### config.mk
export PLATFORM = sky130hd
export DESIGN_NAME = modbus_rtu_request_framer
export DESIGN_NICKNAME = d
export VERILOG_FILES = /design/src/rtl/mrf_pkg.sv /design/src/rtl/modbus_rtu_request_framer.sv /design/src/rtl/mrf_emitter.sv
export SDC_FILE = /design/constraint.sdc
export NUM_CORES = 1
export LEC_CHECK = 0
export BUFFER_PORTS_ARGS = -buffer_cell sky130_fd_sc_hd__buf_2
export CAP_MARGIN = 15
export CORE_ASPECT_RATIO = 0.5
export CORE_UTILIZATION = 40
export DETAILED_ROUTE_END_ITERATION = 10
export PLACE_DENSITY_LB_ADDON = 0.3
export SETUP_SLACK_MARGIN = 0.02
export SLEW_MARGIN = 10
export SYNTH_ARGS = -nofsm -noshare
export SYNTH_HDL_FRONTEND = slang
export SYNTH_SLANG_ARGS = --single-unit
### constraint.sdc
create_clock -name clk -period 8.9 [get_ports clk]
set_input_delay 0.445 -clock clk [delete_from_list [all_inputs] [get_ports clk]]
set_output_delay 0.445 -clock clk [all_outputs]
set_load 0.005 [all_outputs]
### src/rtl/mrf_pkg.sv
`timescale 1ns / 1ps

package mrf_pkg;

  // input item kinds
  localparam logic [1:0] KIND_WRITE_SINGLE = 2'd0;
  localparam logic [1:0] KIND_READ_HOLDING = 2'd1;
  localparam logic [1:0] KIND_MULTI_HEADER = 2'd2;
  localparam logic [1:0] KIND_MULTI_DATA   = 2'd3;

  // modbus function codes
  localparam logic [7:0] FN_WRITE_SINGLE = 8'h06;
  localparam logic [7:0] FN_READ_HOLDING = 8'h03;
  localparam logic [7:0] FN_WRITE_MULTI  = 8'h10;

  // reflected crc-16
  localparam logic [15:0] CRC_INIT = 16'hFFFF;
  localparam logic [15:0] CRC_POLY = 16'hA001;

  localparam int unsigned BUF_BYTES = 7;

  // one decoded item handed to the byte serialiser
  typedef struct packed {
    logic                          err;
    logic                          crc_tail;
    logic [2:0]                    n_data;
    logic [BUF_BYTES-1:0][7:0]     bytes;
  } emit_item_t;

endpackage

### src/rtl/modbus_rtu_request_framer.sv
`timescale 1ns / 1ps

// modbus rtu master request framer: each input beat is one request item and
// the output gives the frame bytes one beat at a time in line order, the
// reflected crc-16 (init ffff, poly a001) appended low byte first. write single
// and read holding items give eight bytes, a write-multiple header gives seven,
// and each data word gives two (four on the word that closes the frame). a
// rejected item gives one error beat with a zero byte. an item occupies the
// output for one cycle per byte it makes while out_ready is high; the limit
// is the one-byte-per-cycle crc and output register. the next item is held
// in an input register and is decoded in the cycle its predecessor's last
// byte leaves, so bytes of consecutive items follow without a gap unless
// out_ready stalls. slave_address is written on the cfg beat and must only
// change while the block is idle.

module modbus_rtu_request_framer import mrf_pkg::*; #(
  parameter int MAX_VALUES = 123
) (
  input  logic        clk,
  input  logic        rst,
  input  logic        cfg_valid,
  output logic        cfg_ready,
  input  logic [7:0]  cfg_data,
  input  logic        in_valid,
  output logic        in_ready,
  input  logic [1:0]  kind,
  input  logic [15:0] register_address,
  input  logic [15:0] operand_word,
  input  logic [6:0]  value_count,
  output logic        out_valid,
  input  logic        out_ready,
  output logic [7:0]  frame_byte,
  output logic        frame_end,
  output logic        last_in_run,
  output logic        error
);

  // configuration
  logic [7:0] slave_address;

  // input register
  logic        a_valid;
  logic [1:0]  a_kind;
  logic [15:0] a_reg;
  logic [15:0] a_word;
  logic [6:0]  a_count;

  // write-multiple frame tracking
  logic       frame_open;
  logic       frame_open_next;
  logic [6:0] words_remaining;
  logic [6:0] words_remaining_next;
  logic [6:0] words_dec;

  emit_item_t item;
  logic       item_ready;
  logic       take;

  assign cfg_ready = 1'b1;
  assign take      = a_valid && item_ready;
  assign in_ready  = !a_valid || item_ready;
  assign words_dec = words_remaining - 7'd1;

  always_ff @(posedge clk) begin
    if (rst) begin
      slave_address <= 8'd1;
    end else if (cfg_valid && cfg_ready) begin
      slave_address <= cfg_data;
    end
  end

  always_ff @(posedge clk) begin
    if (rst) begin
      a_valid <= 1'b0;
    end else if (in_valid && in_ready) begin
      a_valid <= 1'b1;
    end else if (take) begin
      a_valid <= 1'b0;
    end
  end

  always_ff @(posedge clk) begin
    if (in_valid && in_ready) begin
      a_kind  <= kind;
      a_reg   <= register_address;
      a_word  <= operand_word;
      a_count <= value_count;
    end
  end

  // decode the held item into the bytes it sends; the crc is added downstream
  always_comb begin
    item                 = '0;
    frame_open_next      = frame_open;
    words_remaining_next = words_remaining;
    priority if (a_kind == KIND_MULTI_DATA) begin
      if (!frame_open) begin
        item.err = 1'b1;
      end else begin
        item.bytes[0]        = a_word[15:8];
        item.bytes[1]        = a_word[7:0];
        item.n_data          = 3'd2;
        words_remaining_next = words_dec;
        // last word of the frame closes it with the crc
        if (words_dec == 7'd0) begin
          item.crc_tail   = 1'b1;
          frame_open_next = 1'b0;
        end
      end
    end else if (frame_open) begin
      item.err = 1'b1;
    end else if (a_kind == KIND_MULTI_HEADER) begin
      if (a_count == 7'd0 || a_count > 7'(MAX_VALUES)) begin
        item.err = 1'b1;
      end else begin
        item.bytes[0]        = slave_address;
        item.bytes[1]        = FN_WRITE_MULTI;
        item.bytes[2]        = a_reg[15:8];
        item.bytes[3]        = a_reg[7:0];
        item.bytes[4]        = a_word[15:8];
        item.bytes[5]        = a_word[7:0];
        item.bytes[6]        = {a_count, 1'b0};
        item.n_data          = 3'd7;
        frame_open_next      = 1'b1;
        words_remaining_next = a_count;
      end
    end else begin
      // the crc is always at init here: no frame is open
      item.bytes[0] = slave_address;
      item.bytes[1] = (a_kind == KIND_WRITE_SINGLE) ? FN_WRITE_SINGLE : FN_READ_HOLDING;
      item.bytes[2] = a_reg[15:8];
      item.bytes[3] = a_reg[7:0];
      item.bytes[4] = a_word[15:8];
      item.bytes[5] = a_word[7:0];
      item.n_data   = 3'd6;
      item.crc_tail = 1'b1;
    end
  end

  always_ff @(posedge clk) begin
    if (rst) begin
      frame_open      <= 1'b0;
      words_remaining <= 7'd0;
    end else if (take) begin
      frame_open      <= frame_open_next;
      words_remaining <= words_remaining_next;
    end
  end

  // byte serialiser with running crc and output register
  mrf_emitter u_emitter (
    .clk         (clk),
    .rst         (rst),
    .load_valid  (a_valid),
    .load_item   (item),
    .load_ready  (item_ready),
    .out_valid   (out_valid),
    .out_ready   (out_ready),
    .frame_byte  (frame_byte),
    .frame_end   (frame_end),
    .last_in_run (last_in_run),
    .error       (error)
  );

endmodule

### src/rtl/mrf_emitter.sv
`timescale 1ns / 1ps

module mrf_emitter import mrf_pkg::*; (
  input  logic       clk,
  input  logic       rst,
  input  logic       load_valid,
  input  emit_item_t load_item,
  output logic       load_ready,
  output logic       out_valid,
  input  logic       out_ready,
  output logic [7:0] frame_byte,
  output logic       frame_end,
  output logic       last_in_run,
  output logic       error
);

  function automatic logic [15:0] crc16_byte(input logic [15:0] c_in, input logic [7:0] b);
    logic [15:0] c;
    c = c_in ^ {8'h00, b};
    for (int k = 0; k < 8; k++) begin
      c = c[0] ? ((c >> 1) ^ CRC_POLY) : (c >> 1);
    end
    return c;
  endfunction

  logic                      e_valid;
  logic                      e_err;
  logic [2:0]                data_left;
  logic [1:0]                crc_left;
  logic [BUF_BYTES-1:0][7:0] sh;
  logic [15:0]               crc;

  logic       out_free;
  logic       advance;
  logic       e_last;
  logic       load;
  logic [7:0] byte_next;
  logic       end_next;
  logic       last_next;
  logic       err_next;

  assign out_free   = !out_valid || out_ready;
  assign advance    = e_valid && out_free;
  assign e_last     = e_err || (data_left == 3'd1 && crc_left == 2'd0)
                      || (data_left == 3'd0 && crc_left == 2'd1);
  assign load_ready = !e_valid || (advance && e_last);
  assign load       = load_valid && load_ready;

  always_comb begin
    priority if (e_err) begin
      byte_next = 8'h00;
      end_next  = 1'b0;
      last_next = 1'b1;
      err_next  = 1'b1;
    end else if (data_left != 3'd0) begin
      byte_next = sh[0];
      end_next  = 1'b0;
      last_next = e_last;
      err_next  = 1'b0;
    end else if (crc_left == 2'd2) begin
      byte_next = crc[7:0];
      end_next  = 1'b0;
      last_next = 1'b0;
      err_next  = 1'b0;
    end else begin
      byte_next = crc[15:8];
      end_next  = 1'b1;
      last_next = 1'b1;
      err_next  = 1'b0;
    end
  end

  always_ff @(posedge clk) begin
    if (rst) begin
      e_valid   <= 1'b0;
      e_err     <= 1'b0;
      data_left <= 3'd0;
      crc_left  <= 2'd0;
      crc       <= CRC_INIT;
      out_valid <= 1'b0;
    end else begin
      if (advance) begin
        out_valid <= 1'b1;
      end else if (out_ready) begin
        out_valid <= 1'b0;
      end

      // crc follows the data bytes as they leave, back to init after the high byte
      if (advance && !e_err) begin
        if (data_left != 3'd0) begin
          crc <= crc16_byte(crc, sh[0]);
        end else if (crc_left == 2'd1) begin
          crc <= CRC_INIT;
        end
      end

      if (load) begin
        e_valid   <= 1'b1;
        e_err     <= load_item.err;
        data_left <= load_item.n_data;
        crc_left  <= load_item.crc_tail ? 2'd2 : 2'd0;
      end else if (advance && e_last) begin
        e_valid <= 1'b0;
      end else if (advance) begin
        if (data_left != 3'd0) begin
          data_left <= data_left - 3'd1;
        end else begin
          crc_left <= crc_left - 2'd1;
        end
      end
    end
  end

  always_ff @(posedge clk) begin
    if (load) begin
      sh <= load_item.bytes;
    end else if (advance && data_left != 3'd0) begin
      sh <= {8'h00, sh[BUF_BYTES-1:1]};
    end
    if (advance) begin
      frame_byte  <= byte_next;
      frame_end   <= end_next;
      last_in_run <= last_next;
      error       <= err_next;
    end
  end

endmodule

==> results of run 1 <==
-- layout by cell type, fill, tap and decap left out, types with 3 or more instances in the layout --
cell / count
nand3_1: 10
clkinv_4: 3
a222oi_1: 8
xor2_1: 6
dfxtp_1: 41
o21ai_0: 10
nor2_1: 52
clkbuf_16: 17
buf_4: 4
inv_1: 19
and2_1: 10
ha_1: 8
o21ai_1: 5
nand2b_1: 8
buf_2: 66
xnor2_1: 14
mux2i_1: 17
a21oi_1: 17
a22o_1: 31
nor4_1: 4
inv_6: 4
or3_1: 5
a211oi_1: 10
inv_8: 3
nand2_1: 22
nor2b_1: 3
nor3_1: 22
o21bai_1: 10
a31oi_1: 3
edfxtp_1: 107
-- where the power goes --
group	internal [mW]	switching (mW)	leakage, nW
sequential	0.818	0.0343	1.36
combinational	0.0971	0.138	1.16
clock	0.422	0.302	0.292
total	1.34	0.474	2.82
-- synth_stat cells (3+ instances only) --
library cell	instances
a211oi_1	10
a21oi_1	17
a222oi_1	8
a22o_1	31
a31oi_1	3
and2_1	11
buf_1	3
buf_2	13
buf_6	3
clkbuf_1	12
dfxtp_1	41
edfxtp_1	107
ha_1	8
inv_1	19
mux2i_1	17
nand2_1	22
nand2b_1	8
nand3_1	10
nor2_1	52
nor2b_1	4
nor3_1	23
nor4_1	4
o21ai_0	11
o21ai_1	5
o21bai_1	10
or3_1	5
xnor2_1	14
xor2_1	6
-- worst min-delay path by stage --
stage                                 end                   from  slack [ns]
finish                         a_count[4]         value_count[4]        0.20
global route                   a_count[3]         value_count[3]        0.18
CTS                             a_kind[1]                kind[1]        0.18
detailed placement  u_emitter.crc_left[0]  u_emitter.crc_left[0]        0.48
global placement    u_emitter.crc_left[0]  u_emitter.crc_left[0]        0.47
floorplan           u_emitter.crc_left[0]  u_emitter.crc_left[0]        0.45
-- final cells by class --
type	count	area, µm²
clock inverter	15	171
sequential	148	4030
multi-input combinational	310	2100
timing repair buffer	70	360
fill	1385	8040
tap	204	255
inverter	19	71.3
clock buffer	17	425
-- kinds of logic (layout without fill, tap and decap cells) --
family | count (synthesis) | after routing
buffers and inverters | 52 | 121
and+or+nand+nor | 152 | 152
DFF | 148 | 148
other | 1 | 1
xor gates and xnor gates | 22 | 22
adders and majority gates | 8 | 8
muxes | 17 | 17
AOI/OAI and AO/OA | 110 | 110
-- metrics by stage --
stage	total power, mW	instance area [µm²]	std cells	hold slack, ns	util [%]
after floorplan	1.04	6350	510	0.454	-
after global placement	1.10	6820	751	0.466	44.1
after detailed placement	1.10	6820	751	0.476	44.1
after CTS	1.83	7420	783	0.184	48.0
after global routing	1.88	7420	783	0.182	48.0
final	1.81	7420	783	0.204	48.0
-- worst reg2reg max path: cells and delay by family (launching register included) --
| family | cells | cell delay [ns] |
|---|---|---|
| AOI/OAI and AO/OA | 4 | 1.50 |
| adders and majority gates | 1 | 0.17 |
| buffers and inverters | 3 | 0.85 |
| DFF | 1 | 0.33 |
| and+or+nand+nor | 2 | 0.50 |
-- per-layer routing --
layer / wire length [µm] / vias to the layer above / GRT usage [%]
li1: - / 1996 / -
met1: 6490 / 1988 / 23.7
met2: 5420 / 128 / 23.8
met3: 716 / 7 / 3.69
met4: 91 / 0 / 5.56
met5: 0 / - / 0
==> flow_summary.toml, run 1 <==
[status]
status = "finished with violations"
violations = "DRC"

[synthesis]
synthMuxAreaShare_pct = 2.68
synthArstFlopShare_pct = 0
synth_adder_area_share_pct = 1.58
synth_edf_count = 107
synthXorXnorAreaFrac_pct = 3.39
ys_seq_area_share_pct = 63.5
yosysTopAreaCell = "edfxtp_1"
synth_cells = 510
synth_ff_type = "edfxtp_1"
synth-simple-area-share_pct = 11.7
synth_compound_area_share_pct = 13.3
synth_top_family_by_area = "compound AO/OA/AOI/OAI gates"
syn_nets = 572
postSynthAreaPerCell_um2 = 12.5
synth_area_um2 = 6350
synth.distinct_cells = 55
synth_area_leaders = "edfxtp_1 51%, dfxtp_1 13%, a22o_1 4.3%"
synth_seq_cells = 148
yosys_warnings = 0
synth_top_area_share_pct = 50.6

[die]
start_util_pct = 41.1
rows = 32
io_pins = 68
die_area_um2 = 16400
die_x_um = 180
die_h_um = 91.1
coreArea_um2 = 15500

[critical_path]
crit_buf_inv = 3
cp-endpoint = "u_emitter.data_left[2]"
crit_required_ns = 9.22
crit_path_start_kind = "flip-flop"
path_class = "reg2reg"
crit_top_cell = "buf_4"
r2r_start = "u_emitter.data_left[0]"
cp.depth = 10
crit_chain = "inv_1, ha_1, nor2b_2, buf_4, a2111o_1, nand2_4, a211oi_4, buf_4, o21ai_0, a21oi_1"
arrival_ns = 3.76
reg2reg_setup_slack_ns = 5.46
crit_start = "u_emitter.data_left[0]"
cpMaxStageDelayCell = "a211oi_4"
cp-end-kind = "flip-flop"
cp_max_fo = 61
slowest_delay_ns = 0.86
reg2reg_to = "u_emitter.data_left[2]"
reg2regPathDepth = 10
critPathTopFamily = "compound AO/OA/AOI/OAI gates"

[power_and_ir_drop]
vdd_drop_max_mv = 0.131
leakagePower_nw = 2.82
powerDensity_nw_per_um2 = 244

[timing]
final-hold-violation-count = 0
fin_crit_sh_pct = 38.7
finClkSkew_ns = 0.0111
fin_tns_setup_ns = 0
tightest_slew_ns = 1.03
maxSlewViolCount = 0
rsz0062_at_grt = "false"
period_minus_slack_ns = 3.44
timing.final.ws_setup_ns = 5.46
timing.fmax_mhz = 290
setup_violations = 0
max_slew_margin_pct = 30.5

[clocking]
clk_latency_ns = 0.41
ctsResizeCount = 0
cts_tree = "built"
holdBufCountCts = 0
clock-sinks = 148
clk_pin_slew_ns = 0.07
htree_levels = 4
cts_buffers = 17
cts_root_buf = "clkbuf_16"
post-cts-setup-buffers = 0
cts_buffer_depth = 2

[drt]
wirelength_um = 12700
drt_iter0_drc = 499
drc = 1
dr.pass1.iters = 8
avgViaCountPerCell = 5.26
antenna_left = 0
vias = 4119
drt-wirelength-per-cell_um = 16.2

[final_layout]
layout-drive-gt1-share_pct = 19.9
antenna_cells = 0
syn2layout_area_growth_pct = 16.7
regMostFlops = "u_emitter.sh"
nets = 628
largest_register_ffs = 55

[grt]
grt_pass1_vias = 3808
grt_pass1_wl_um = 20400
grt_start_max_net_pins = 62
track_usage_pct = 16.3
overflow = 0
antenna_found_initial = 0

[placed_design]
hpwl_um = 8360
port_buffers = 66
gp_congestion = 0.825
post-place-ws_ns = 5.50

[hold_path]
holdPathStages = 1
hold_class = "in2reg"

[job]
maxCapViolCount = 0
Note: power is estimated with default switching activity, not from simulation.
==> run 2, diff against run 1 <==
==> constraint.sdc (replaced) <==
create_clock -name clk -period 2.8 [get_ports clk]
set_input_delay 0.14 -clock clk [delete_from_list [all_inputs] [get_ports clk]]
set_output_delay 0.14 -clock clk [all_outputs]
set_load 0.005 [all_outputs]
==> run 2 against run 1 <==
Net effect:
- the run now ends clean
- sequential cell count is the same
- critical path depth is the same
- first-iteration DRC count shrank 25%
- critical path type unchanged
- largest cell class unchanged
- highest routed layer unchanged
==> flow_summary.toml, run 2 (synthesis results as in run 1) <==
[status]
status = "complete, no violations"

[critical_path]
cpMaxStageDelayCell = "a2111o_1"
crit_chain = "inv_1, ha_1, and3b_1, a2111o_1, nand2_4, buf_6, buf_6, nor3_1, a221oi_1, nor2_1"
critPathTopFamily = "compound AO/OA/AOI/OAI gates"
cp_max_fo = 36
reg2reg_setup_slack_ns = 0.25
crit_buf_inv = 3
crit_path_start_kind = "flip-flop"
crit_top_cell = "buf_6"
slowest_delay_ns = 0.46
arrival_ns = 2.83
crit_required_ns = 3.07
cp-end-kind = "flip-flop"
path_class = "reg2reg"

[timing]
period_minus_slack_ns = 2.55
final-hold-violation-count = 0
rsz0062_at_grt = "false"
whs_ns = 0.0266
fin_tns_setup_ns = 0
max_slew_margin_pct = 32.8
finClkSkew_ns = 0.00897
maxSlewViolCount = 0
fin_crit_sh_pct = 91.2
tightest_slew_ns = 1.01
setup_violations = 0
timing.fmax_mhz = 391

[final_layout]
final_common_cell = "edfxtp_1"
fillCellCount = 1327
stdcell_count = 841
syn2layout_area_growth_pct = 25.8
fin_area_um2 = 8000
largest_register_ffs = 55
final_util_pct = 51.7
antenna_cells = 0
regMostFlops = "u_emitter.sh"
nets = 686
layout-drive-gt1-share_pct = 19.6
most-common-layout-cells = "107 x edfxtp_1, 66 x buf_2, 51 x nor2_1"

[die]
start_util_pct = 41.1
die_area_um2 = 16400
die_x_um = 180
rows = 32
die_h_um = 91.1
io_pins = 68
coreArea_um2 = 15500

[power_and_ir_drop]
p_clk_share_pct = 38.4
switching_share_pct = 26.7
vdd_drop_max_mv = 0.410
powerDensity_nw_per_um2 = 719
combPwrFrac_pct = 14.6
p_int_mw = 4.21
leakagePower_nw = 3.06
net-switching-power_mw = 1.53
seqPwrFrac_pct = 47.0

[placed_design]
place_area_um2 = 6900
post-place-cells = 758
gp_congestion = 0.792
port_buffers = 66
hpwl_um = 8550

[clocking]
clk_pin_slew_ns = 0.06
cts_buffers = 17
cts_tree = "built"
cts_root_buf = "clkbuf_16"
htree_levels = 4
cts_buffer_depth = 2
clk_latency_ns = 0.42
clock-sinks = 148

[drt]
dr.pass1.iters = 5
wirelength_um = 13900
drc = 0
drt-wirelength-per-cell_um = 16.5
avgViaCountPerCell = 5.21
vias = 4381
drt_iter0_drc = 374
antenna_left = 0

[grt]
grt_pass1_wl_um = 22300
track_usage_pct = 17.7
grt_start_max_net_pins = 56
grt_pass1_vias = 4173
antenna_found_initial = 0
overflow = 0

[job]
maxCapViolCount = 0

[hold_path]
hold_class = "in2reg"
==> run 2: worst paths after layout <==
| kind | start | end | cells after the start |
|---|---|---|---|
| worst max-delay path | u_emitter.crc_left[0] | words_remaining[0] | 10 |
| worst max register to register | u_emitter.crc_left[0] | words_remaining[0] | 10 |
| worst min register to register | u_emitter.crc_left[1] | u_emitter.crc_left[1] | 2 |
| worst min-delay path | out_ready | u_emitter.out_valid | 4 |
==> run 2: repair_timing <==
action | in CTS | in global routing
setup buffers | 0 | 0
hold endpoints to repair | 50 | 0
gates resized for setup | 0 | 4
setup endpoints to repair | 0 | 36
hold buffers | 50 | 0
==> run 2: stage by stage <==
step / total power, mW / worst slack (ns)
after global routing: 5.99 / 0.0736
after floorplan: 3.29 / 0.119
after detailed placement: 3.52 / 0.106
after CTS: 5.78 / 0.0535
after global placement: 3.51 / 0.180
final: 5.75 / 0.245
==> run 2: routing by layer <==
layer  part of all wire, %  routed length (µm)  track usage [%]
met1                    49                6840             25.2
met3                   4.3                 603             3.77
met4                  0.87                 121             5.70
met5                     0                   0                0
met2                    45                6300             26.8
==> run 2: final cells by class <==
cell class / count / area [µm²] / area share, %
timing repair buffer: 127 / 946 / 11.8
inverter: 19 / 71.3 / 0.892
multi-input combinational: 311 / 2120 / 26.5
clock buffer: 17 / 425 / 5.32
tap: 204 / 255 / 3.19
sequential: 148 / 4030 / 50.5
clock inverter: 15 / 144 / 1.80
==> run 2: power by group through the flow <==
stage / Clock (mW) / Combinational, mW / Sequential [mW]
after floorplan: 0 / 0.584 / 2.71
after global placement: 0 / 0.769 / 2.74
after detailed placement: 0 / 0.778 / 2.75
after CTS: 2.24 / 0.836 / 2.70
after global routing: 2.34 / 0.932 / 2.72
final: 2.21 / 0.841 / 2.70
==> run 2: worst reg2reg max path: stages (launching register included) <==
cell and delay (ns):
dfxtp_1 0.35, inv_1 0.09, ha_1 0.21, and3b_1 0.21, a2111o_1 0.46, nand2_4 0.13, buf_6 0.24, buf_6 0.30
nor3_1 0.11, a221oi_1 0.24, nor2_1 0.07
